## src/sv/mls_pkg.sv

```systemverilog
// Shared widths, types and Morse lookup functions for the lamp sequencer.
// Used by every module of the block; no dependencies of its own.
`timescale 1ns / 1ps
`default_nettype none
package mls_pkg;

  // Text store capacity and derived widths.
  localparam int MAX_TEXT = 256;
  localparam int ADDR_W   = $clog2(MAX_TEXT);
  localparam int LEN_W    = $clog2(MAX_TEXT + 1);

  // Result queue depth and derived widths.
  localparam int FIFO_DEPTH = 4;
  localparam int PTR_W      = $clog2(FIFO_DEPTH);
  localparam int CNT_W      = $clog2(FIFO_DEPTH + 1);

  // Characters with a special meaning in the text.
  localparam logic [7:0] CH_SPACE = 8'h20;
  localparam logic [7:0] CH_STAR  = 8'h2A;

  typedef logic [ADDR_W-1:0] addr_t;
  typedef logic [LEN_W-1:0]  len_t;

  // One lamp update on its way to the result queue.
  typedef struct packed {
    logic valid;
    logic lamp;
    logic last;
  } res_t;

  // Lower-case letters become capitals; everything else passes unchanged.
  function automatic logic [7:0] fold_char(input logic [7:0] c);
    if (c >= 8'h61 && c <= 8'h7A) begin
      return c - 8'h20;
    end
    return c;
  endfunction

  // True for A..Z and 0..9 (after folding).
  function automatic logic is_code_char(input logic [7:0] c);
    return (c >= 8'h41 && c <= 8'h5A) || (c >= 8'h30 && c <= 8'h39);
  endfunction

  // Index into the Morse table: letters 0..25, digits 26..35.
  function automatic logic [5:0] char_slot(input logic [7:0] c);
    logic [7:0] d;
    d = 8'h00;
    if (c >= 8'h41 && c <= 8'h5A) begin
      d = c - 8'h41;
    end else if (c >= 8'h30 && c <= 8'h39) begin
      d = c - 8'h30 + 8'd26;
    end
    return d[5:0];
  endfunction

  // Morse code of one slot: {length[2:0], pattern[4:0]}, pattern bit i set
  // when element i is a dash.
  function automatic logic [7:0] code_entry(input logic [5:0] slot);
    logic [7:0] e;
    case (slot)
      6'd0:  e = {3'd2, 5'b00010};
      6'd1:  e = {3'd4, 5'b00001};
      6'd2:  e = {3'd4, 5'b00101};
      6'd3:  e = {3'd3, 5'b00001};
      6'd4:  e = {3'd1, 5'b00000};
      6'd5:  e = {3'd4, 5'b00100};
      6'd6:  e = {3'd3, 5'b00011};
      6'd7:  e = {3'd4, 5'b00000};
      6'd8:  e = {3'd2, 5'b00000};
      6'd9:  e = {3'd4, 5'b01110};
      6'd10: e = {3'd3, 5'b00101};
      6'd11: e = {3'd4, 5'b00010};
      6'd12: e = {3'd2, 5'b00011};
      6'd13: e = {3'd2, 5'b00001};
      6'd14: e = {3'd3, 5'b00111};
      6'd15: e = {3'd4, 5'b00110};
      6'd16: e = {3'd4, 5'b01011};
      6'd17: e = {3'd3, 5'b00010};
      6'd18: e = {3'd3, 5'b00000};
      6'd19: e = {3'd1, 5'b00001};
      6'd20: e = {3'd3, 5'b00100};
      6'd21: e = {3'd4, 5'b01000};
      6'd22: e = {3'd3, 5'b00110};
      6'd23: e = {3'd4, 5'b01001};
      6'd24: e = {3'd4, 5'b01101};
      6'd25: e = {3'd4, 5'b00011};
      6'd26: e = {3'd5, 5'b11111};
      6'd27: e = {3'd5, 5'b11110};
      6'd28: e = {3'd5, 5'b11100};
      6'd29: e = {3'd5, 5'b11000};
      6'd30: e = {3'd5, 5'b10000};
      6'd31: e = {3'd5, 5'b00000};
      6'd32: e = {3'd5, 5'b00001};
      6'd33: e = {3'd5, 5'b00011};
      6'd34: e = {3'd5, 5'b00111};
      6'd35: e = {3'd5, 5'b01111};
      default: e = 8'h00;
    endcase
    return e;
  endfunction

  // Element e of character c is a dash (false past the end of the code).
  function automatic logic elem_is_dash(input logic [7:0] c, input logic [2:0] e);
    logic [7:0] ent;
    logic [7:0] pat;
    ent = code_entry(char_slot(c));
    pat = {3'b000, ent[4:0]};
    return is_code_char(c) && (e < ent[7:5]) && pat[e];
  endfunction

  // Number of elements of character c (zero for non-code characters).
  function automatic logic [2:0] code_len(input logic [7:0] c);
    logic [7:0] ent;
    ent = code_entry(char_slot(c));
    return is_code_char(c) ? ent[7:5] : 3'd0;
  endfunction

endpackage
`default_nettype wire

```

## src/sv/morse_lamp_sequencer_unit.sv

```systemverilog
// Top level of the Morse lamp sequencer: text loading, playback sequencing.
// Depends on mls_pkg, mls_text_ram and mls_out_fifo.
//
//  Channel  Dir  Transfer fields
//  s_axis   in   tuser = opcode (0 tick, 1 char), tdata = text_char, tlast = final_char
//  m_axis   out  tdata[0] = lamp_on (bits 7:1 zero), tlast = last_result
//
// Each input item has an accept cycle and an update cycle: the accept cycle issues the
// text store read of the following character, and the next cycle updates the playback
// state and queues 0, 1 or 2 lamp updates. s_axis_tready is low in that update cycle and
// while fewer than two result slots are free. Results wait in a 4-entry queue, so input
// keeps flowing while the output stalls as long as two slots are free. Reset clears all
// control state; the text store is not cleared, only entries below text length are used.
`timescale 1ns / 1ps
`default_nettype none
module morse_lamp_sequencer_unit
  import mls_pkg::*;
(
  input  wire logic       clk,
  input  wire logic       rst,
  input  wire logic       s_axis_tvalid,
  output logic            s_axis_tready,
  input  wire logic [7:0] s_axis_tdata,   // [7:0] text_char
  input  wire logic       s_axis_tuser,   // [0] opcode
  input  wire logic       s_axis_tlast,
  output logic            m_axis_tvalid,
  input  wire logic       m_axis_tready,
  output logic      [7:0] m_axis_tdata,   // [0] lamp_on, [7:1] zero
  output logic            m_axis_tlast
);

  // Playback phase codes.
  localparam logic [2:0] PH_IDLE  = 3'd0;
  localparam logic [2:0] PH_START = 3'd1;
  localparam logic [2:0] PH_ON    = 3'd2;
  localparam logic [2:0] PH_AFTER = 3'd3;
  localparam logic [2:0] PH_PAUSE = 3'd4;

  localparam logic OP_TICK = 1'b0;

  // Control state.
  logic [2:0] phase, phase_next;
  logic [2:0] units, units_next;
  logic [2:0] elem, elem_next;
  len_t       cp, cp_next;
  len_t       len, len_next;
  logic       loading, loading_next;
  logic       busy;

  // Character registers: character at the play position and at position 0.
  logic [7:0] cur_char, cur_char_next;
  logic [7:0] first_char, first_char_next;

  // Item held for its update cycle.
  logic       it_op;
  logic [7:0] it_char;
  logic       it_fin;

  // Text store ports.
  logic       accept;
  logic       st_we;
  addr_t      st_waddr;
  logic [7:0] st_wdata;
  len_t       cp_inc;
  logic [7:0] rd_char;

  // Result queue.
  res_t       push0, push1;
  logic       room2;
  logic       q_lamp;

  assign accept        = s_axis_tvalid && s_axis_tready;
  assign s_axis_tready = !busy && room2;
  assign cp_inc        = cp + len_t'(1);
  assign m_axis_tdata  = {7'b0000000, q_lamp};

  mls_text_ram u_text_ram (
    .clk   (clk),
    .we    (st_we),
    .waddr (st_waddr),
    .wdata (st_wdata),
    .re    (accept),
    .raddr (cp_inc[ADDR_W-1:0]),
    .rdata (rd_char)
  );

  mls_out_fifo u_out_fifo (
    .clk       (clk),
    .rst       (rst),
    .push0     (push0),
    .push1     (push1),
    .room2     (room2),
    .out_valid (m_axis_tvalid),
    .out_ready (m_axis_tready),
    .out_lamp  (q_lamp),
    .out_last  (m_axis_tlast)
  );

  // Update cycle: load a character or run one Morse unit of playback.
  always_comb begin
    logic [7:0] fc;
    logic       keep;
    len_t       len_base;
    logic [2:0] t_phase;
    logic [2:0] t_units;
    logic [2:0] t_elem;
    len_t       t_cp;
    len_t       t_len;
    logic [7:0] t_cur;
    logic [7:0] t_first;
    logic [7:0] cur_eff;
    logic       run;
    logic       do_begin;
    len_t       b_pos;
    logic [7:0] b_char;
    logic       do_start;
    logic [7:0] s_char;
    logic [2:0] s_elem;
    logic [2:0] e_inc;
    logic       emit;
    logic       emit_lamp;

    phase_next      = phase;
    units_next      = units;
    elem_next       = elem;
    cp_next         = cp;
    len_next        = len;
    loading_next    = loading;
    cur_char_next   = cur_char;
    first_char_next = first_char;
    st_we           = 1'b0;
    st_waddr        = '0;
    st_wdata        = 8'h00;
    push0           = '0;
    push1           = '0;

    fc       = fold_char(it_char);
    len_base = loading ? len : '0;
    keep     = (is_code_char(fc) || fc == CH_SPACE || fc == CH_STAR)
               && (len_base < len_t'(MAX_TEXT));

    t_phase  = phase;
    t_units  = units;
    t_elem   = elem;
    t_cp     = cp;
    t_len    = len;
    t_cur    = cur_char;
    t_first  = first_char;
    run      = 1'b0;
    do_begin = 1'b0;
    b_pos    = '0;
    b_char   = 8'h00;
    do_start = 1'b0;
    s_char   = 8'h00;
    s_elem   = 3'd0;
    emit     = 1'b0;
    emit_lamp = 1'b0;

    if (busy) begin
      if (it_op == OP_TICK) begin
        run = !loading;
      end else begin
        // Store the folded character; the first one of a string halts play.
        st_waddr = len_base[ADDR_W-1:0];
        st_wdata = fc;
        st_we    = keep;
        len_next = len_base + len_t'(keep);
        if (keep && len_base == '0) begin
          first_char_next = fc;
        end
        if (!loading) begin
          phase_next = PH_IDLE;
        end
        loading_next = !it_fin;
        if (it_fin) begin
          // Restart from the first character and run one unit at once.
          t_phase = PH_START;
          t_units = 3'd0;
          t_elem  = 3'd0;
          t_cp    = '0;
          t_len   = len_next;
          t_first = first_char_next;
          t_cur   = first_char_next;
          phase_next = PH_START;
          units_next = 3'd0;
          elem_next  = 3'd0;
          cp_next    = '0;
          run        = 1'b1;
        end
      end
    end

    cur_eff = (t_cp < t_len) ? t_cur : 8'h00;
    e_inc   = t_elem + 3'd1;

    // One Morse unit of the playback sequencer.
    if (run) begin
      case (t_phase)
        PH_START: begin
          do_begin = 1'b1;
          b_pos    = t_cp;
          b_char   = cur_eff;
        end
        PH_ON: begin
          if (t_units != 3'd0) begin
            units_next = t_units - 3'd1;
          end else begin
            phase_next = PH_AFTER;
            emit       = 1'b1;
            emit_lamp  = 1'b0;
          end
        end
        PH_AFTER: begin
          elem_next = e_inc;
          if (e_inc < code_len(cur_eff)) begin
            do_start = 1'b1;
            s_char   = cur_eff;
            s_elem   = e_inc;
          end else begin
            phase_next = PH_PAUSE;
            units_next = 3'd1;
          end
        end
        PH_PAUSE: begin
          if (t_units != 3'd0) begin
            units_next = t_units - 3'd1;
          end else begin
            do_begin = 1'b1;
            b_pos    = (cur_eff == CH_STAR) ? len_t'(0) : t_cp + len_t'(1);
            b_char   = (b_pos == '0) ? t_first : rd_char;
          end
        end
        default: begin
          phase_next = PH_IDLE;
        end
      endcase
    end

    // Begin the character at a new play position.
    if (do_begin) begin
      cp_next       = b_pos;
      cur_char_next = b_char;
      if (b_pos >= t_len) begin
        phase_next = PH_IDLE;
      end else if (b_char == CH_SPACE || b_char == CH_STAR) begin
        phase_next = PH_PAUSE;
        units_next = 3'd4;
      end else begin
        elem_next = 3'd0;
        do_start  = 1'b1;
        s_char    = b_char;
        s_elem    = 3'd0;
      end
    end

    // Start a dot or a dash: lamp on, with two extra on units for a dash.
    if (do_start) begin
      units_next = elem_is_dash(s_char, s_elem) ? 3'd2 : 3'd0;
      phase_next = PH_ON;
      emit       = 1'b1;
      emit_lamp  = 1'b1;
    end

    // Queue the lamp updates; a final character first turns the lamp off.
    if (busy && it_op != OP_TICK && it_fin) begin
      push0 = '{valid: 1'b1, lamp: 1'b0, last: !emit};
      push1 = '{valid: emit, lamp: emit_lamp, last: 1'b1};
    end else begin
      push0 = '{valid: emit, lamp: emit_lamp, last: 1'b1};
    end
  end

  // Control registers.
  always_ff @(posedge clk) begin
    if (rst) begin
      phase   <= PH_IDLE;
      units   <= 3'd0;
      elem    <= 3'd0;
      cp      <= '0;
      len     <= '0;
      loading <= 1'b0;
      busy    <= 1'b0;
    end else begin
      phase   <= phase_next;
      units   <= units_next;
      elem    <= elem_next;
      cp      <= cp_next;
      len     <= len_next;
      loading <= loading_next;
      busy    <= accept;
    end
  end

  // Payload registers.
  always_ff @(posedge clk) begin
    cur_char   <= cur_char_next;
    first_char <= first_char_next;
    if (accept) begin
      it_op   <= s_axis_tuser;
      it_char <= s_axis_tdata;
      it_fin  <= s_axis_tlast;
    end
  end

endmodule
`default_nettype wire

```

## src/sv/mls_text_ram.sv

```systemverilog
// Text store: one write port and one registered read port.
// Depends on mls_pkg for the depth and address width.
`timescale 1ns / 1ps
`default_nettype none
module mls_text_ram
  import mls_pkg::*;
(
  input  wire logic       clk,
  input  wire logic       we,
  input  wire addr_t      waddr,
  input  wire logic [7:0] wdata,
  input  wire logic       re,
  input  wire addr_t      raddr,
  output logic      [7:0] rdata
);

  logic [7:0] mem [MAX_TEXT];

  // Write port.
  always_ff @(posedge clk) begin
    if (we) begin
      mem[waddr] <= wdata;
    end
  end

  // Registered read port, updated only when re is set.
  always_ff @(posedge clk) begin
    if (re) begin
      rdata <= mem[raddr];
    end
  end

endmodule
`default_nettype wire

```

## src/sv/mls_out_fifo.sv

```systemverilog
// Small result queue that takes up to two lamp updates per cycle.
// Depends on mls_pkg for the depth and the result struct.
`timescale 1ns / 1ps
`default_nettype none
module mls_out_fifo
  import mls_pkg::*;
(
  input  wire logic clk,
  input  wire logic rst,
  input  wire res_t push0,
  input  wire res_t push1,
  output logic      room2,
  output logic      out_valid,
  input  wire logic out_ready,
  output logic      out_lamp,
  output logic      out_last
);

  logic [1:0]       entry [FIFO_DEPTH];
  logic [PTR_W-1:0] wr_ptr;
  logic [PTR_W-1:0] rd_ptr;
  logic [CNT_W-1:0] count;
  logic [CNT_W-1:0] count_next;
  logic [PTR_W-1:0] wr_ptr_next;
  logic [PTR_W-1:0] wr_ptr_1;
  logic             pop;

  assign pop       = out_valid && out_ready;
  assign out_valid = (count != '0);
  assign out_lamp  = entry[rd_ptr][1];
  assign out_last  = entry[rd_ptr][0];
  assign room2     = (count <= CNT_W'(FIFO_DEPTH - 2));
  assign wr_ptr_1  = wr_ptr + PTR_W'(1);

  // Pointer and fill count arithmetic for the current cycle.
  always_comb begin
    wr_ptr_next = wr_ptr + PTR_W'(push0.valid) + PTR_W'(push1.valid);
    count_next  = count + CNT_W'(push0.valid) + CNT_W'(push1.valid) - CNT_W'(pop);
  end

  // Control state.
  always_ff @(posedge clk) begin
    if (rst) begin
      wr_ptr <= '0;
      rd_ptr <= '0;
      count  <= '0;
    end else begin
      wr_ptr <= wr_ptr_next;
      count  <= count_next;
      if (pop) begin
        rd_ptr <= rd_ptr + PTR_W'(1);
      end
    end
  end

  // Entry storage; the second update always follows the first.
  always_ff @(posedge clk) begin
    if (push0.valid) begin
      entry[wr_ptr] <= {push0.lamp, push0.last};
    end
    if (push1.valid) begin
      entry[wr_ptr_1] <= {push1.lamp, push1.last};
    end
  end

endmodule
`default_nettype wire

```

## config.mk

```make
export PLATFORM = sky130hd
export DESIGN_NAME = morse_lamp_sequencer_unit
export DESIGN_NICKNAME = d
export VERILOG_FILES = /design/src/sv/mls_pkg.sv /design/src/sv/morse_lamp_sequencer_unit.sv /design/src/sv/mls_text_ram.sv /design/src/sv/mls_out_fifo.sv
export SDC_FILE = /design/constraint.sdc
export NUM_CORES = 2
export LEC_CHECK = 0
export ABC_CLOCK_PERIOD_IN_PS = 13500
export BUFFER_PORTS_ARGS = -buffer_cell sky130_fd_sc_hd__buf_4
export CORE_MARGIN = 1
export CORE_UTILIZATION = 57
export CTS_CLUSTER_DIAMETER = 30
export DETAILED_ROUTE_END_ITERATION = 6
export PLACE_DENSITY = 0.73
export SYNTH_ARGS = -nofsm -noshare
export SYNTH_HDL_FRONTEND = slang
export SYNTH_SLANG_ARGS = --single-unit
```

## constraint.sdc

```tcl
create_clock -name clk -period 13.5 [get_ports clk]
set_input_delay 2.7 -clock clk [delete_from_list [all_inputs] [get_ports clk]]
set_output_delay 2.7 -clock clk [all_outputs]
set_load 0.02 [all_outputs]
```

==> flow_summary.ini <==
[pwr]
p_leak_nw = 32.61
p_per_area_mw_per_mm2 = 172.5
ir_drop_uv = 161.9

[global_routing]
overflow = 0
grt_max_degree = 203
grt_pass1_vias = 46938
antenna_found_initial = 5
track_usage = 0.2933
grt_pass1_wl_mm = 324.1

[clocking]
clk_latency_ns = 0.95
clockBufferDepth = 4
cts_buffers = 404
cts.sinks = 2128
clk_pin_slew_ns = 0.04
htree_levels = 5
cts-root-buf = clkbuf_16
ctsHoldBuffers = 0
tritoncts = yes

[place]
hpwl_mm = 115.5
gp_congestion = 0.9102
portBuffers = 17
dp.cells = 6193

[synth]
async_flop_share = 0
synth_area_leader_cell = edfxtp_1
synth_ff_type = edfxtp_1
synth_edf_count = 2090
postSynthCellCount = 4338
syn_area_sq_mm = 0.08697
netlist_top_cells_area = edfxtp_1, mux4_2, nor2_1
seq_area_frac_synth = 0.7304
synth_cell_types = 105
synth.top_cell.area_share = 0.7217
ys_seq_elements = 2128
ys_warn_count = 0
syn_avg_cell_area_sq_um = 20.05

[sta]
finalMaxSlewViolations = 0
tightest_slew_ns = 1.397
slew_headroom = 0.06652
final.min_clock_period_ns = 12.65
max_freq_mhz = 79.05
hold_viol = 0
setup_violations = 0
tns_ns = 0
rsz0062_at_grt = no
fin_crit_sh = 0.9370
final.setup_skew_ns = 0.09992

[setup_path]
cp-start-kind = flip-flop
arrival_ns = 13.46
path_class = flip-flop to flip-flop
cpPeakStageDelay_ns = 0.61
cp_data_required_time_ns = 14.31
cp_max_fo = 13
critical_path.most_common_cell = ha_1
crit_path_end_kind = flip-flop
crit_slowest_cell = or4_4

[die]
die_w_microns = 392.6
rows = 142
die-area_sq_mm = 0.1541
coreArea_sq_mm = 0.1507
ios = 25
start_util = 0.5772
die-height_microns = 392.6

[drt]
first_pass_iters = 5
num_vias = 46087
wl_per_cell_microns = 31.87
vias_per_cell = 6.644
drtIter0Drc = 5750
drt_wl_total_mm = 221.1
drc_errors = 0
ant_nets = 0

[layout]
mostFrequentLayoutCells = edfxtp_1, mux4_2, clkbuf_16
drive_gt1_frac = 0.3023
final_common_cell = edfxtp_1
n_fill_cell = 9039
final_cell_count_no_fill = 6937
final_nets = 4660
area_delta_synth_final_pct = 18.58

[worst_hold_path]
hold_class = flip-flop to flip-flop

[run]
maxCapViolCount = 0

[outcome]
status = finished, final reports clean
==> Yosys cell counts, drive strengths merged (5+ instances only) <==
cell type  instances
ha                54
and3              16
or2                9
nand2            174
dfxtp             38
o211ai            19
and2              39
a32oi              8
buf               84
nor2b             12
nor4               9
o32a               7
o32ai              6
xor2               6
mux2i             43
nor3              29
a211oi            42
mux4             650
o31ai              8
inv               53
nor2             360
nand4             19
a22oi             13
o21a              10
a31oi             18
a311oi            17
mux2               7
edfxtp          2090
o21bai             5
o22ai             12
a21oi             80
nand2b            15
or3               14
nand3             42
o21ai             43
clkbuf           170
a21o              19
xnor2             13
==> critical path: cells and delay by family (launching register included) <==
kind | cells | cell delay [ns]
fa+ha+maj | 8 | 2.03
buf+inv | 5 | 0.88
compound gates | 23 | 4.36
flops | 1 | 0.49
simple gates | 21 | 4.82
==> per-layer routing <==
metal,vias up,routed length [microns],GRT usage
li1,18706,-,-
met1,24019,84450,0.4080
met2,2862,107100,0.4583
met3,492,21640,0.06718
met4,8,7844,0.1102
met5,-,63,0
==> area by class of cell <==
type	count	area (sq um)	share of cell area
multi-input combinational	1909	22450	0.2177
antenna	6	15.01	0.0001456
clock buffer	447	10440	0.1012
clock inverter	285	3149	0.03054
inverter	53	203.9	0.001978
sequential	2128	63520	0.6160
tap	2016	2522	0.02446
timing repair buffer	93	823.3	0.007983
==> through the flow <==
stage / cell area, sq um / setup slack, ns / power [W] / util / hold slack [ns]
2_1_floorplan: 86990 / 0.4845 / 0.007752 / - / 0.4847
3_3_place_gp: 89430 / 0.4529 / 0.007868 / 0.5935 / 0.5056
3_5_place_dp: 89430 / 0.3024 / 0.007883 / 0.5935 / 0.5243
4_1_cts: 103000 / 0.1638 / 0.01782 / 0.6837 / 0.5374
5_1_grt: 103100 / 0.03673 / 0.01816 / 0.6844 / 0.5661
6_report: 103100 / 0.8505 / 0.01779 / 0.6845 / 0.5389
==> cells by family (layout without fill, tap and decap cells) <==
| logic type | after synthesis | after routing | synth area share |
|---|---|---|---|
| AOI/OAI and AO/OA | 363 | 363 | 0.03067 |
| xor gates and xnor gates | 19 | 19 | 0.002000 |
| adders and majority gates | 57 | 57 | 0.008460 |
| buffers and inverters | 307 | 878 | 0.01429 |
| DFF | 2128 | 2128 | 0.7304 |
| muxes | 700 | 700 | 0.1742 |
| other | 1 | 13 | 0.00004312 |
| and+or+nand+nor | 763 | 763 | 0.03994 |
==> power by group <==
part           internal (W)  switching, W  leakage [nW]  total [W]
registers           0.00735     0.0000260          19.5    0.00737
clock network       0.00660       0.00341          6.50     0.0100
logic             0.0000875      0.000311          6.64   0.000398
total                0.0140       0.00375          32.6     0.0178
==> registers in the layout, summed over array words and instances (netlist names), 2 cells and up, named ones only <==
register           count
u_text_ram.mem      2048
cp                     9
len                    9
cur_char               8
first_char             8
it_char                8
u_out_fifo.entry       8
u_text_ram.rdata       8
elem                   3
phase                  3
u_out_fifo.count       3
units                  3
u_out_fifo.rd_ptr      2
u_out_fifo.wr_ptr      2
==> worst paths after layout <==
path	from	endpoint	slack (ns)	cells after the start
setup / recovery	it_char[2]$_DFFE_PP_	units[1]$_SDFF_PP0_	0.85	57
hold / removal	units[0]$_SDFF_PP0_	units[0]$_SDFF_PP0_	0.54	2
hold reg to reg	units[0]$_SDFF_PP0_	units[0]$_SDFF_PP0_	0.54	2
setup reg to reg	it_char[2]$_DFFE_PP_	units[1]$_SDFF_PP0_	0.85	57
==> timing repair <==
item,4_1_cts,5_1_grt
buffers inserted,0,6
endpoints found under the setup margin,0,1
gates resized for setup,0,11
(Power assumes the default switching activity.)
